$ cat config.mk
export PLATFORM = sky130hd
export DESIGN_NAME = mac_outq
export DESIGN_NICKNAME = d
export VERILOG_FILES = /design/src/rtl/mac_pkg.sv /design/src/rtl/mac_outq.sv
export VERILOG_INCLUDE_DIRS = /design/src /design/src/rtl
export SDC_FILE = /design/constraint.sdc
export NUM_CORES = 1
export LEC_CHECK = 0
export BUFFER_PORTS_ARGS = -buffer_cell sky130_fd_sc_hd__buf_2
export CORE_MARGIN = 4
export CORE_UTILIZATION = 45
export CTS_CLUSTER_DIAMETER = 150
export DETAILED_ROUTE_END_ITERATION = 16
export GPL_TIMING_DRIVEN = 0
export PLACE_DENSITY = 0.64
export SLEW_MARGIN = 10
export SYNTH_ARGS = -nofsm -noshare
export SYNTH_HDL_FRONTEND = slang
export SYNTH_SLANG_ARGS = --single-unit
$ cat constraint.sdc
create_clock -name i_clk -period 4.9 [get_ports i_clk]
set_input_delay 0.49 -clock i_clk [delete_from_list [all_inputs] [get_ports i_clk]]
set_output_delay 0.49 -clock i_clk [all_outputs]
set_load 0.01 [all_outputs]
$ cat src/rtl/moving_average_crossover_macros.svh
// ----------------------------------------------------------------------------
// moving average crossover assertion macros
// concurrent assertion helpers, empty when SYNTH is defined
// ----------------------------------------------------------------------------
`ifndef MOVING_AVERAGE_CROSSOVER_MACROS_SVH
`define MOVING_AVERAGE_CROSSOVER_MACROS_SVH

`ifndef SYNTH

// antecedent implies consequent in the same cycle
`define MAC_ASSERT_NOW(lbl, clk, rstn, ante, cons, msg) \
    lbl: assert property (@(posedge clk) disable iff (!(rstn)) (ante) |-> (cons)) \
        else $error(msg);

// antecedent implies consequent in the next cycle
`define MAC_ASSERT_NEXT(lbl, clk, rstn, ante, cons, msg) \
    lbl: assert property (@(posedge clk) disable iff (!(rstn)) (ante) |=> (cons)) \
        else $error(msg);

`else

`define MAC_ASSERT_NOW(lbl, clk, rstn, ante, cons, msg)

`define MAC_ASSERT_NEXT(lbl, clk, rstn, ante, cons, msg)

`endif

`endif

$ cat src/rtl/mac_pkg.sv
// ----------------------------------------------------------------------------
// mac_pkg
// shared widths, register indexes, reset values, side codes, output queue sizes and the result item type
// ----------------------------------------------------------------------------
`default_nettype none

package mac_pkg;

    // field widths
    localparam int SYM_W      = 6;
    localparam int PRICE_W    = 32;
    localparam int PERIOD_W   = 9;
    localparam int QTY_W      = 16;

    // stream widths, tdata padded to whole bytes
    localparam int S_TDATA_W  = 40;
    localparam int M_TDATA_W  = 24;
    localparam int M_TUSER_W  = 1;

    // configuration port
    localparam int CFG_ADDR_W = 2;
    localparam int CFG_DATA_W = 16;

    localparam logic [CFG_ADDR_W-1:0] REG_SHORT_PERIOD   = 2'd0;
    localparam logic [CFG_ADDR_W-1:0] REG_LONG_PERIOD    = 2'd1;
    localparam logic [CFG_ADDR_W-1:0] REG_TRADE_QUANTITY = 2'd2;

    localparam logic [PERIOD_W-1:0] RST_SHORT_PERIOD   = 9'd5;
    localparam logic [PERIOD_W-1:0] RST_LONG_PERIOD    = 9'd20;
    localparam logic [QTY_W-1:0]    RST_TRADE_QUANTITY = 16'd100;

    // side codes
    localparam logic SIDE_BUY  = 1'b0;
    localparam logic SIDE_SELL = 1'b1;

    // output queue
    localparam int OUTQ_DEPTH = 8;
    localparam int OUTQ_PTR_W = 3;
    localparam int OUTQ_CNT_W = 4;

    typedef struct packed {
        logic [QTY_W-1:0] quantity;
        logic             side;
        logic [SYM_W-1:0] symbol;
    } t_signal;

endpackage

`default_nettype wire

$ cat src/rtl/mac_outq.sv
// ----------------------------------------------------------------------------
// mac_outq
// small result queue between the compare stage and the master stream
// ----------------------------------------------------------------------------
`default_nettype none

`include "moving_average_crossover_macros.svh"

module mac_outq (
    input  wire logic                              i_clk,
    input  wire logic                              i_rst_n,
    input  wire logic                              i_push,
    input  wire mac_pkg::t_signal                  i_push_data,
    output logic [mac_pkg::OUTQ_CNT_W-1:0]         o_count,
    output logic                                   o_valid,
    input  wire logic                              i_ready,
    output mac_pkg::t_signal                       o_data
);
    import mac_pkg::*;

    t_signal                 r_store [OUTQ_DEPTH];
    logic [OUTQ_PTR_W-1:0]   r_wr_ptr;
    logic [OUTQ_PTR_W-1:0]   r_rd_ptr;
    logic [OUTQ_CNT_W-1:0]   r_count;
    logic                    pop;

    assign o_valid = (r_count != '0);
    assign o_data  = r_store[r_rd_ptr];
    assign o_count = r_count;
    assign pop     = o_valid && i_ready;

    always_ff @(posedge i_clk) begin
        if (i_push) begin
            r_store[r_wr_ptr] <= i_push_data;
        end
    end

    always_ff @(posedge i_clk) begin
        if (!i_rst_n) begin
            r_wr_ptr <= '0;
            r_rd_ptr <= '0;
            r_count  <= '0;
        end else begin
            if (i_push) begin
                r_wr_ptr <= r_wr_ptr + 1'b1;
            end
            if (pop) begin
                r_rd_ptr <= r_rd_ptr + 1'b1;
            end
            case ({i_push, pop})
                2'b10:   r_count <= r_count + 1'b1;
                2'b01:   r_count <= r_count - 1'b1;
                default: r_count <= r_count;
            endcase
        end
    end

    // the upstream credit check must never overfill the queue
    `MAC_ASSERT_NOW(a_outq_no_overflow, i_clk, i_rst_n, i_push, r_count < OUTQ_CNT_W'(OUTQ_DEPTH), "result queue pushed while full")

endmodule

`default_nettype wire

After elaboration in Yosys (flattened, before gate mapping)
Memory sizes are Yosys's and may differ from the RTL's. A register that Yosys moved wholly into a read port is not among the register bits.
Cells that the tools add are included.

cells by class
  $add $sub $neg = 4
  equality and inequality tests = 2
  mux-type cells = 5
  reductions and logical operators = 3

operator list
  operator             number
  $pmux 4 s2           1
  $add 3x1->3 const B  2
  $mux 3               2
  $add 4x1->4 const B  1
  $reduce_bool 4->1    1
  $sub 4x1->4 const B  1
  $eq 2x1->1 const B   1
  $eq 2x2->1 const B   1
  $mux 1               2
  $reduce_bool 2->1    1
  $logic_and 1x1->1    1

word-level totals
  flip-flop bits (word level) = 10
  RAM bits = 184
  input port bits = 27
  memories kept = 1

memories
  memory   depth  bits a word  read ports  clocked after memory_dff  wr ports  line            source
  r_store  8      23           1           1                         1         mac_outq.sv:21  t_signal r_store [OUTQ_DEPTH];

Logic depth before layout (Yosys ltp)
  depth after elaboration = 4
  gate-level depth with buffers = 10
  mapped depth without buffers = 10

Least setup slack after synthesis
No wires, ideal clock.

  kind = input -> register
  start = input i_push
  end = memory r_store[0][0] (netlist name), enable pin
  setup time = 0.432 ns
  arrival = 2.188 ns
  setup slack = 2.280 ns
  cell stages on the path = 2
  buffers on the path = 0
  cell sequence = nand2b_1 -> nor3_1

between the ends
  longest elaborated chain between the ends = 2

ends and longest elaborated chain
  what                          line            source
  start: declaration            mac_outq.sv:12  input wire logic i_push,
  $mux 1                        mac_outq.sv:33  if (i_push) begin
  $mux 1 (implied by the code)  mac_outq.sv:34  r_store[r_wr_ptr] <= i_push_data;
  end: declaration              mac_outq.sv:21

Every way passes these cells.

==> results_dict.tcl <==
set metrics [dict create \
    cts_hold_buffers 0 \
    post_cts_buffers 0 \
    fillCellCount 1284 \
    grt_max_degree 19 \
    area_growth_pct 18.54 \
    finClkSkew_ns 0.005270 \
    syn_area_um2 7707 \
    viasPerCell 5.443 \
    cp_slowest_cell "clkbuf_1" \
    status "finished clean" \
    ys.flop_type "edfxtp_1" \
    post-route-period-util_pct 57.61 \
    worst_setup_path_end_kind "output pin" \
    finalNonFillerCells 655 \
    fin_util_pct 54.70 \
    p_int_uw 3087 \
    timing.fmax_ghz 0.3543 \
    slew_violations 0 \
    syn_inst 337 \
    cp_num_buf_inv 3 \
    critical_path_class "reg2out" \
    ant_nets 0 \
    rr_endpoint "o_count[2]" \
    cp_max_fo 10 \
    cts_tree "built" \
    core_area_um2 16700 \
    place_hpwl_mm 8.913 \
    diodes 0 \
    path_depth 5 \
    drtIter0Drc 218 \
    async_flop_share_pct 0 \
    ir_drop_v 0.0002975 \
    hold_viol 0 \
    avgSynthCellArea_um2 22.87 \
    netSwitchingPower_uw 1025 \
    crit_chain "clkbuf_1, buf_2, mux4_2, mux2_2, buf_2" \
    finalPower_uw 4112 \
    cp-start-kind "flop" \
    fp.dieArea_um2 19280 \
    yosysWarnings 0 \
    io_pins 55 \
    swShare_pct 24.92 \
    post_cts_resized 0 \
    setup_viol 0 \
    r2r-start "o_count[1]" \
    clk_pin_slew_ns 0.07 \
    crit_path_frequent_cell "buf_2" \
    nNetsFinal 454 \
    fin_crit_ns 2.823 \
    clkPwrFrac_pct 33.6 \
    min_path_type "in2reg" \
    antenna_found_initial 1 \
    path_delay_family "buffers and inverters" \
    drt_first_pass_iters 4 \
    drive_gt1_share_pct 34.25 \
    dr_total_vias 3565 \
    drc 0 \
    synth_enable_flop_cells 184 \
    power.leakage_uw 0.003058 \
    grt_overflow_total 0 \
    dpl.cell_count 623 \
    maxCapViolations 0 \
    root_buffer "clkbuf_16" \
    cts_buffers 17 \
    min_to "r_store[5][9]" \
    r2r_cells 10 \
    h-tree-depth 4 \
    io_buffers 54 \
    max_slew.worst_pin.slew_ns 0.8196 \
    floorplan.rows 47 \
    grt_usage_pct 14.98 \
    reg2reg_slack_ns 2.35 \
    worstHoldStart "i_push_data[9]" \
    grt_setup_unrepaired "false" \
    synth_cell_types 30 \
    cp.arrival_ns 2.33 \
    comb_power_share_pct 19.3 \
    clk_latency_ns 0.43 \
    grt_pass1_vias 3761 \
    wirelength_mm 13.78 \
    die_y_um 138.9 \
    grt_pass1_wl_mm 21.49 \
    max_stage_delay_ns 0.41 \
    synthesis.nets 369 \
    crit_required_ns 4.41 \
    relSlewSlack_pct 45.36 \
    whs_ns 0.3230 \
    ys_seq_area_share_pct 75.06 \
    p_seq_share_pct 47.2 \
    hold_depth 1 \
    die_w_um 138.9 \
    ys_ff_latch 197 \
    cts_buffer_depth 2 \
    start_util_pct 46.15 \
    final.setup.tns_ns 0 \
    place_congestion 0.7053 \
    wl_per_cell_um 21.04 \
    power_density_nw_per_um2 450.1 \
    clock_sinks 197 \
]
cells in the mapped netlist, drive strengths merged, types with 3 or more instances:
library cell	number	area, um^2
nand2	7	28.78
nor2	6	22.52
clkbuf	3	11.26
dfxtp	13	260.3
nand2b	4	25.02
xnor2	4	35.03
edfxtp	184	5525
xor2	3	26.28
buf	11	83.83
mux4	46	1175
ha	5	62.56
mux2	24	270.3
and2	6	37.54
mux2i	3	30.03
nor3	3	15.01
flip-flops by register name, summed over array words and instances, names as in the netlist, named ones only:
name / flops
o_count: 4
r_store: 184
r_rd_ptr: 3
r_wr_ptr: 3
worst max path at each step:
stage                    start             end  slack, ns
floorplan               i_push   r_store[0][0]       2.28
global placement        i_push  r_store[4][15]       0.46
detailed placement  o_count[1]      o_count[2]       2.37
CTS                       flop      o_data[14]       2.00
global route              flop      o_data[14]       1.92
finish                    flop      o_data[14]       2.08
cell type report:
type	count	area, um^2	area share [%]
buffer	14	95.09	1.041
clock buffer	17	425.4	4.656
clock inverter	15	170.2	1.863
inverter	2	7.507	0.08217
multi-input combinational	124	1874	20.51
sequential	197	5786	63.33
tap	220	275.3	3.013
timing repair buffer	66	503.0	5.505
stage by stage:
step / instance area (um^2) / setup WS (ns)
after floorplan: 7707 / 2.281
after global placement: 8253 / 0.4611
after detailed placement: 8541 / 2.372
after CTS: 9136 / 1.996
after global routing: 9136 / 1.921
final: 9136 / 2.077
power groups by stage:
stage	logic [uW]	registers [uW]	clock network, uW
after global routing	866	1950	1480
after CTS	811	1940	1410
after detailed placement	808	1980	0
final	792	1940	1380
after floorplan	551	1980	0
after global placement	778	1970	0
metal layers:
| metal | wire length (um) | track usage [%] | vias up |
|---|---|---|---|
| met2 | 6707 | 23.70 | 78 |
| met1 | 6145 | 20.14 | 1848 |
| met5 | 18 | 0 | - |
| met3 | 663 | 3.966 | 25 |
| li1 | - | - | 1612 |
| met4 | 244 | 5.716 | 2 |
kinds of logic after synthesis:
family,after synthesis,share of synthesized area (%)
mux,73,19.14
buf+inv,16,1.331
simple gates,33,2.305
flops,197,75.06
compound gates,6,0.5518
xor+xnor,7,0.7955
fa+ha+maj,5,0.8117
layout by cell type, fill, tap and decap left out, types with 2 or more instances in the layout:
cell / netlist / layout
mux4_2: 9 / 9
buf_6: 5 / 11
xor2_1: 3 / 3
nor2b_1: 2 / 2
inv_1: 2 / 2
bufinv_16: 0 / 2
nand2_1: 6 / 6
mux4_1: 37 / 37
a21boi_0: 2 / 2
nand2b_1: 4 / 4
buf_16: 0 / 6
inv_6: 0 / 3
nand3_1: 2 / 2
edfxtp_1: 184 / 184
buf_1: 2 / 2
ha_1: 5 / 5
mux2_2: 24 / 24
clkbuf_1: 3 / 3
clkinv_4: 0 / 4
mux2i_1: 3 / 3
inv_8: 0 / 2
xnor2_1: 4 / 4
nor3_2: 0 / 2
dfxtp_1: 13 / 13
nor2_4: 0 / 6
clkbuf_16: 0 / 17
and2_1: 6 / 6
clkinvlp_4: 0 / 3
buf_2: 4 / 58
worst reg2reg max path: cells and delay by family (launching register included):
kind / cells / cell delay (ns)
AND/OR/NAND/NOR: 3 / 1.00
buffers and inverters: 1 / 0.06
XOR/XNOR: 2 / 0.28
adder cells (fa/ha/maj): 2 / 0.44
AO/OA/AOI/OAI: 2 / 0.32
flip-flops: 1 / 0.38
Note: power is estimated with default switching activity, not from simulation.
